**src/design/crpm_pkg.sv**
```systemverilog
// Shared types and constants for the capture tachometer speed core.
package crpm_pkg;

  localparam int TIMER_BITS = 16;
  localparam int PERIOD_W   = TIMER_BITS;
  localparam int SPEED_W    = 26;
  localparam int TICKS_W    = 4;
  localparam int PPR_W      = 5;
  localparam int DIVISOR_W  = PERIOD_W + PPR_W;
  localparam int DIV_STEPS  = SPEED_W;
  localparam int STEP_W     = $clog2(DIV_STEPS);
  localparam int CFG_IDX_W  = 3;
  localparam int CFG_DATA_W = SPEED_W;

  // Register indexes on the configuration port
  localparam logic [CFG_IDX_W-1:0] CFG_MIN_PERIOD    = 3'd0;
  localparam logic [CFG_IDX_W-1:0] CFG_TIMEOUT_TICKS = 3'd1;
  localparam logic [CFG_IDX_W-1:0] CFG_MAX_STEP      = 3'd2;
  localparam logic [CFG_IDX_W-1:0] CFG_RPM_NUMERATOR = 3'd3;
  localparam logic [CFG_IDX_W-1:0] CFG_PULSES_PER_REV = 3'd4;

  // Reset values of the configuration registers
  localparam logic [PERIOD_W-1:0] RST_MIN_PERIOD    = 16'd100;
  localparam logic [TICKS_W-1:0]  RST_TIMEOUT_TICKS = 4'd10;
  localparam logic [SPEED_W-1:0]  RST_MAX_STEP      = 26'd1000;
  localparam logic [SPEED_W-1:0]  RST_RPM_NUMERATOR = 26'd60000000;
  localparam logic [PPR_W-1:0]    RST_PULSES_PER_REV = 5'd6;

  typedef struct packed {
    logic                op;
    logic [PERIOD_W-1:0] capture_time;
  } in_item_t;

  typedef struct packed {
    logic [SPEED_W-1:0] speed_rpm;
    logic               capture_taken;
  } out_item_t;

  typedef struct packed {
    logic load;
    logic setup;
    logic step;
    logic adopt;
    logic commit;
  } crpm_cmd_t;

  typedef struct packed {
    logic period_ok;
  } crpm_sts_t;

endpackage

```
**src/design/crpm_datapath.sv**
```systemverilog
// Datapath: config registers, period, divisor, serial divider and speed state.
module crpm_datapath import crpm_pkg::*; (
  input  logic                 clk,
  input  logic                 rst_n,
  input  logic                 cfg_valid,
  input  logic [CFG_IDX_W-1:0] cfg_index,
  input  logic [CFG_DATA_W-1:0] cfg_data,
  input  in_item_t             in_item,
  input  crpm_cmd_t            cmd,
  output crpm_sts_t            sts,
  output out_item_t            out_item
);

  logic [PERIOD_W-1:0]  min_period_r;
  logic [TICKS_W-1:0]   timeout_r;
  logic [SPEED_W-1:0]   max_step_r;
  logic [SPEED_W-1:0]   rpm_num_r;
  logic [PPR_W-1:0]     ppr_r;

  logic                 op_r;
  logic [PERIOD_W-1:0]  now_r;
  logic [PERIOD_W-1:0]  period_r;
  logic [DIVISOR_W-1:0] divisor_r;
  logic [DIVISOR_W-1:0] rem_r;
  logic [SPEED_W-1:0]   quo_r;
  logic                 adopt_r;

  logic [PERIOD_W-1:0]  last_stamp_r, last_stamp_nxt;
  logic [SPEED_W-1:0]   held_r, held_nxt;
  logic [TICKS_W-1:0]   idle_r, idle_nxt;
  out_item_t            out_r;

  logic [PERIOD_W-1:0]  period_new;
  logic [DIVISOR_W:0]   rem_sh;
  logic [DIVISOR_W:0]   rem_sub;
  logic                 rem_ge;
  logic [SPEED_W-1:0]   diff;
  logic [TICKS_W-1:0]   idle_inc;
  logic                 taken;

  // Wrapped stamp: new + max - old is new - old - 1 modulo the timer width
  assign period_new = (in_item.capture_time > last_stamp_r) ?
                      (in_item.capture_time - last_stamp_r) :
                      (in_item.capture_time - last_stamp_r - PERIOD_W'(1));

  assign sts.period_ok = (period_r >= min_period_r);

  // Restoring divider step; a zero divisor yields all ones in the quotient
  assign rem_sh  = {rem_r, quo_r[SPEED_W-1]};
  assign rem_ge  = (rem_sh >= {1'b0, divisor_r});
  assign rem_sub = rem_sh - {1'b0, divisor_r};

  assign diff = (quo_r > held_r) ? (quo_r - held_r) : (held_r - quo_r);

  assign idle_inc = idle_r + TICKS_W'(1);

  always_comb begin
    last_stamp_nxt = last_stamp_r;
    held_nxt       = held_r;
    idle_nxt       = idle_r;
    taken          = 1'b0;
    if (op_r) begin
      if (sts.period_ok) begin
        last_stamp_nxt = now_r;
        idle_nxt       = '0;
        taken          = 1'b1;
        if (adopt_r) begin
          held_nxt = quo_r;
        end
      end
    end else begin
      if (idle_inc >= timeout_r) begin
        held_nxt = '0;
        idle_nxt = '0;
      end else begin
        idle_nxt = idle_inc;
      end
    end
  end

  always_ff @(posedge clk) begin
    if (!rst_n) begin
      min_period_r <= RST_MIN_PERIOD;
      timeout_r    <= RST_TIMEOUT_TICKS;
      max_step_r   <= RST_MAX_STEP;
      rpm_num_r    <= RST_RPM_NUMERATOR;
      ppr_r        <= RST_PULSES_PER_REV;
    end else if (cfg_valid) begin
      case (cfg_index)
        CFG_MIN_PERIOD:     min_period_r <= cfg_data[PERIOD_W-1:0];
        CFG_TIMEOUT_TICKS:  timeout_r    <= cfg_data[TICKS_W-1:0];
        CFG_MAX_STEP:       max_step_r   <= cfg_data[SPEED_W-1:0];
        CFG_RPM_NUMERATOR:  rpm_num_r    <= cfg_data[SPEED_W-1:0];
        CFG_PULSES_PER_REV: ppr_r        <= cfg_data[PPR_W-1:0];
        default: ;
      endcase
    end
  end

  always_ff @(posedge clk) begin
    if (!rst_n) begin
      last_stamp_r <= '0;
      held_r       <= '0;
      idle_r       <= '0;
    end else if (cmd.commit) begin
      last_stamp_r <= last_stamp_nxt;
      held_r       <= held_nxt;
      idle_r       <= idle_nxt;
    end
  end

  always_ff @(posedge clk) begin
    if (cmd.load) begin
      op_r     <= in_item.op;
      now_r    <= in_item.capture_time;
      period_r <= period_new;
    end
    if (cmd.setup) begin
      divisor_r <= DIVISOR_W'(period_r) * DIVISOR_W'(ppr_r);
      rem_r     <= '0;
      quo_r     <= rpm_num_r;
    end
    if (cmd.step) begin
      rem_r <= rem_ge ? rem_sub[DIVISOR_W-1:0] : rem_sh[DIVISOR_W-1:0];
      quo_r <= {quo_r[SPEED_W-2:0], rem_ge};
    end
    if (cmd.adopt) begin
      adopt_r <= (diff != '0) && (diff < max_step_r);
    end
    if (cmd.commit) begin
      out_r.speed_rpm     <= held_nxt;
      out_r.capture_taken <= taken;
    end
  end

  assign out_item = out_r;

endmodule

```
**src/design/crpm_ctrl.sv**
```systemverilog
// Controller: sequences load, period check, divide, compare and commit.
module crpm_ctrl import crpm_pkg::*; (
  input  logic      clk,
  input  logic      rst_n,
  input  logic      in_valid,
  input  logic      in_op,
  output logic      in_ready,
  output logic      out_valid,
  input  logic      out_ready,
  input  crpm_sts_t sts,
  output crpm_cmd_t cmd
);

  typedef enum logic [2:0] {
    S_IDLE,
    S_CHECK,
    S_DIV,
    S_ADOPT,
    S_DONE
  } state_t;

  state_t            state_r, state_nxt;
  logic [STEP_W-1:0] step_cnt_r, step_cnt_nxt;
  logic              out_valid_r, out_valid_nxt;

  assign in_ready  = (state_r == S_IDLE);
  assign out_valid = out_valid_r;

  always_comb begin
    cmd.load   = in_valid && (state_r == S_IDLE);
    cmd.setup  = (state_r == S_CHECK) && sts.period_ok;
    cmd.step   = (state_r == S_DIV);
    cmd.adopt  = (state_r == S_ADOPT);
    cmd.commit = (state_r == S_DONE) && (!out_valid_r || out_ready);
  end

  always_comb begin
    state_nxt     = state_r;
    step_cnt_nxt  = step_cnt_r;
    out_valid_nxt = out_valid_r;
    if (out_ready) begin
      out_valid_nxt = 1'b0;
    end
    case (state_r)
      S_IDLE: begin
        if (in_valid) begin
          state_nxt = in_op ? S_CHECK : S_DONE;
        end
      end
      S_CHECK: begin
        step_cnt_nxt = '0;
        // skip the divide for a glitch capture
        state_nxt    = sts.period_ok ? S_DIV : S_DONE;
      end
      S_DIV: begin
        step_cnt_nxt = step_cnt_r + STEP_W'(1);
        if (step_cnt_r == STEP_W'(DIV_STEPS - 1)) begin
          state_nxt = S_ADOPT;
        end
      end
      S_ADOPT: begin
        state_nxt = S_DONE;
      end
      S_DONE: begin
        // hold until the output register is free
        if (cmd.commit) begin
          out_valid_nxt = 1'b1;
          state_nxt     = S_IDLE;
        end
      end
      default: begin
        state_nxt = S_IDLE;
      end
    endcase
  end

  always_ff @(posedge clk) begin
    if (!rst_n) begin
      state_r     <= S_IDLE;
      step_cnt_r  <= '0;
      out_valid_r <= 1'b0;
    end else begin
      state_r     <= state_nxt;
      step_cnt_r  <= step_cnt_nxt;
      out_valid_r <= out_valid_nxt;
    end
  end

  a_commit_slot_free: assert property (@(posedge clk) disable iff (!rst_n)
    cmd.commit |-> (!out_valid_r || out_ready))
    else $error("commit while output register is occupied");

  a_commit_shows_result: assert property (@(posedge clk) disable iff (!rst_n)
    cmd.commit |=> out_valid)
    else $error("committed item not presented");

  a_busy_after_load: assert property (@(posedge clk) disable iff (!rst_n)
    cmd.load |=> !in_ready)
    else $error("new item taken while one is in progress");

  a_step_bound: assert property (@(posedge clk) disable iff (!rst_n)
    (state_r == S_DIV) |-> (step_cnt_r <= STEP_W'(DIV_STEPS - 1)))
    else $error("divider step count overran");

  a_one_cmd: assert property (@(posedge clk) disable iff (!rst_n)
    $onehot0({cmd.load, cmd.setup, cmd.step, cmd.adopt, cmd.commit}))
    else $error("more than one datapath command at once");

endmodule

```
**src/design/capture_tachometer_rpm_core.sv**
```systemverilog
// Tachometer core: capture stamps and timeout ticks in, held speed in rpm out.
// A capture that passes the period check goes through check, 26 divider steps,
// compare and commit after acceptance; a rejected capture through check and commit.
// A tick goes straight to commit. One item at a time, through the one-bit-per-cycle
// restoring divider; a result waits in the output register.
// Synchronous active-low reset restores register defaults and clears stamp, speed, ticks.
module capture_tachometer_rpm_core import crpm_pkg::*; (
  input  logic                  clk,
  input  logic                  rst_n,
  input  logic                  cfg_valid,
  output logic                  cfg_ready,
  input  logic [CFG_IDX_W-1:0]  cfg_index,
  input  logic [CFG_DATA_W-1:0] cfg_data,
  input  logic                  in_valid,
  output logic                  in_ready,
  input  in_item_t              in_item,
  output logic                  out_valid,
  input  logic                  out_ready,
  output out_item_t             out_item
);

  crpm_cmd_t cmd;
  crpm_sts_t sts;

  assign cfg_ready = 1'b1;

  crpm_ctrl u_ctrl (
    .clk       (clk),
    .rst_n     (rst_n),
    .in_valid  (in_valid),
    .in_op     (in_item.op),
    .in_ready  (in_ready),
    .out_valid (out_valid),
    .out_ready (out_ready),
    .sts       (sts),
    .cmd       (cmd)
  );

  crpm_datapath u_datapath (
    .clk       (clk),
    .rst_n     (rst_n),
    .cfg_valid (cfg_valid),
    .cfg_index (cfg_index),
    .cfg_data  (cfg_data),
    .in_item   (in_item),
    .cmd       (cmd),
    .sts       (sts),
    .out_item  (out_item)
  );

endmodule
```
**config.mk**
```make
export PLATFORM = sky130hd
export DESIGN_NAME = capture_tachometer_rpm_core
export DESIGN_NICKNAME = d
export VERILOG_FILES = /design/src/design/crpm_pkg.sv /design/src/design/crpm_datapath.sv /design/src/design/crpm_ctrl.sv /design/src/design/capture_tachometer_rpm_core.sv
export SDC_FILE = /design/constraint.sdc
export NUM_CORES = 1
export LEC_CHECK = 0
export BUFFER_PORTS_ARGS = -buffer_cell sky130_fd_sc_hd__buf_4
export CAP_MARGIN = 20
export CORE_ASPECT_RATIO = 1.1
export CORE_MARGIN = 5
export CORE_UTILIZATION = 68
export DETAILED_ROUTE_END_ITERATION = 8
export PLACE_DENSITY = 0.95
export SYNTH_ARGS = -nofsm -noshare
export SYNTH_HDL_FRONTEND = slang
export SYNTH_HIERARCHICAL = 1
export SYNTH_SLANG_ARGS = --single-unit
```
**constraint.sdc**
```tcl
create_clock -name clk -period 8.69 [get_ports clk]
set_input_delay 2.1725 -clock clk [delete_from_list [all_inputs] [get_ports clk]]
set_output_delay 2.1725 -clock clk [all_outputs]
set_load 0.03 [all_outputs]
```
==> summary.txt <==
Detailed routing
  • Aggregate routed wire length: 53.6 mm
  • First-pass DRT Iterations: 6
  • WL/cell: 21.3 microns
  • DRC: 0
  • Via-to-Cell Ratio: 6.63
  • DRT iter0 DRCs: 1982
  • Post-route ant nets: 0
  • Via count: 16.7k

Setup path
  • Critical path class: reg -> reg
  • CP startpoint kind: flop
  • R2R setup slack: 2.88 ns
  • Reg2reg end: u_datapath/adopt_r
  • Path depth of the worst reg2reg path: 18
  • Crit path capture type: flop
  • Arr. time, crit path: 6.09 ns
  • Worst-path maximum fanout: 17
  • CP required: 8.98 ns
  • Critical Path Start: u_datapath/quo_r[5]
  • Reg-to-reg startpoint: u_datapath/quo_r[5]

Timing
  • Final setup fails: 0
  • Max Freq: 172 MHz
  • Worst Skew: 0.0420 ns
  • Final Hold Viols: 0
  • Setup TNS Final: 0 ns
  • Hold Slack: 0.459 ns
  • Tcrit/Tclk final: 66.8%
  • Relative slew margins: 22.5%
  • Slew Limit Fails: 0
  • Tightest Pin Transition: 1.16 ns
  • RSZ-0062 raised after global routing: false
  • Fin crit period: 5.81 ns

Finish
  • Non-Filler Instances: 2520
  • Most frequent cells in the layout: nand2_1, inv_1, ha_1
  • Layout cell share with drive strength beyond 1: 9.02%
  • Area Growth Syn to Fin: 9.00%
  • Ant diodes: 0
  • Most common cell after layout, fill and taps aside: nand2_1
  • Final #Nets: 2404
  • Fin util: 75.5%

Logic synthesis
  • Seq/Total Area, Yosys: 34.7%
  • Post-synth EDFFs: 129
  • Synth cell types: 86
  • Number of warnings issued by yosys: 6
  • Synthesized net count: 2387
  • Share of the synthesized area in the top cell type: 20.6%
  • FFs w/ async S/R, synth: 0%
  • Gate Count Post-Synth: 2124
  • Synth area leader: edfxtp_1
  • #FFs+latches synth: 261
  • Synth area leaders: edfxtp_1, dfxtp_1, ha_1
  • Synth Flop Type: dfxtp_1
  • Post-synthesis cell area: 18800 sq um
  • Syn avg cell area: 8.84 sq um

Clocking
  • CTS tree: done
  • Clock Latency Late Sink: 0.57 ns
  • Root buffer cell: clkbuf_16
  • # hold bufs at CTS: 0
  • Num CTS Buffers: 28
  • CTS max path bufs: 3
  • Gates resized, CTS repair: 0
  • Post-CTS Repair Setup Buffers: 0
  • Clock Sink Count: 261
  • Clock slew at reported path FFs: 0.07 ns
  • Htree depth: 1

Power
  • Power per cell area: 196 nW/um^2
  • Maximum vdd drop: 0.191 mV
  • Total power: 4.02 mW
  • Sw frac: 34.7%
  • Clock power share: 29.7%
  • Leak Pwr: 8.56 nW
  • Reg power frac: 36.9%
  • P_int: 2.62 mW
  • Sw Pwr: 1.39 mW
  • Combinational share of power: 33.4%

Floorplan
  • Die H: 184 microns
  • # IOs: 81
  • Core ar.: 27100 sq um
  • Die W: 168 microns
  • Initial Util: 69.2%
  • Row cnt: 63
  • Die area: 31000 sq um

Min path
  • Hold Path Depth: 2
  • HP Class: reg -> reg
  • Hold endpoint: u_datapath/max_step_r[24]
  • Hold path startpoint: u_datapath/max_step_r[24]

Place
  • Number of I/O port buffers: 79
  • Gpl congestion: 0.970
  • Inst Count DP: 2466
  • Post-DP HPWL: 36.5 mm

Global route
  • Largest net degree at the start of global routing: 101
  • Vias in the first global route: 16.6k
  • GRT overflow: 0
  • First-pass GRT wire length: 85.2 mm
  • GRT Total Usage: 33.5%
  • Antenna violations before repair: 0

Status
  • Status: complete, no violations

Flow run
  • Max-Cap Viols: 0
## per-layer routing
metal	GRT usage (%)	vias up	part of all wire, %
li1	-	7526	-
met5	0	-	0
met3	6.41	254	9.6
met1	40.7	7909	37
met2	57.0	1031	48
met4	17.2	0	5.2
## how the worst max path moves through the flow
| stage | endpoint | slack [ns] |
|---|---|---|
| 2_1_floorplan | u_datapath/period_r[14] | 3.32 |
| 3_3_place_gp | u_datapath/period_r[14] | 2.95 |
| 3_5_place_dp | u_datapath/period_r[14] | 2.79 |
| 4_1_cts | u_datapath/adopt_r | 3.06 |
| 5_1_grt | u_datapath/adopt_r | 2.51 |
| 6_report | u_datapath/adopt_r | 2.88 |
## stage by stage
stage | area (sq um) | setup slack [ns]
after floorplan | 18800 | 3.32
after global placement | 19500 | 2.95
after detailed placement | 19500 | 2.79
after CTS | 20400 | 3.06
after global routing | 20500 | 2.51
final | 20500 | 2.88
## worst max-delay path: stages, from the launching register on
cell and delay [ns]:
edfxtp_1 0.42, inv_1 0.07, ha_1 0.45, and3_1 0.29, a221oi_4 0.11, o31ai_2 0.35
a31o_1 0.40, a211o_1 0.59, nand2_1 0.42, o31a_1 0.41, a311oi_1 0.36, nor2_1 0.08
ha_1 0.30, nand4_1 0.11, a2111oi_0 0.68, a21oi_1 0.17, and3_1 0.21, o21ai_0 0.07
a21oi_1 0.06
## cells by family (layout without fill, tap and decap cells)
family	count (synthesis)	after routing	synth area share [%]
compound gates	511	511	18.3
xor+xnor	64	64	2.99
fa+ha+maj	212	212	16.0
buf+inv	329	368	6.84
flops	261	261	34.7
mux	66	66	3.69
other cells	1	1	0.0200
simple gates	680	680	17.5
## sequential cells by signal, indices dropped and copies added (netlist names), 5 cells and up
signal                   flops
u_ctrl/step_cnt_r            5
u_datapath/divisor_r        21
u_datapath/held_r           26
u_datapath/last_stamp_r     16
u_datapath/max_step_r       26
u_datapath/min_period_r     16
u_datapath/now_r            16
u_datapath/out_item         27
u_datapath/period_r         16
u_datapath/ppr_r             5
u_datapath/quo_r            26
u_datapath/rem_r            21
u_datapath/rpm_num_r        26
## synth_stat cells (all sizes together), types with 9 or more instances
master,number
and3,15
o22ai,9
a211oi,24
a31oi,29
o21a,21
nor2,103
a21oi,149
mux2,26
a21o,57
edfxtp,129
buf,17
o211ai,16
dfxtp,132
fa,46
o21bai,13
nor2b,18
nand4,29
clkbuf,89
xor2,23
nor3,68
mux2i,40
inv,220
and2,57
or2,9
nand2,264
nand2b,19
o21ai,57
a21boi,19
o31ai,34
nand3,44
ha,166
nor4,10
or3,12
a22o,26
xnor2,41
## final cells by class
class | count | area [sq um]
Inverter | 223 | 837
Multi-Input combinational cell | 1534 | 11000
Tap cell | 357 | 447
Timing Repair Buffer | 93 | 738
Fill cell | 1779 | 6650
Clock inverter | 10 | 72.6
Sequential cell | 261 | 6520
Clock buffer | 42 | 856
## power groups by stage
stage                     Combinational [mW]  Sequential (mW)  Clock (mW)
after floorplan                        0.956             1.49           0
after global placement                  1.23             1.50           0
after detailed placement                1.27             1.50           0
after CTS                               1.31             1.48        1.20
after global routing                    1.46             1.49        1.26
final                                   1.34             1.48        1.19
No activity file was read; power rests on OpenSTA's default activity.
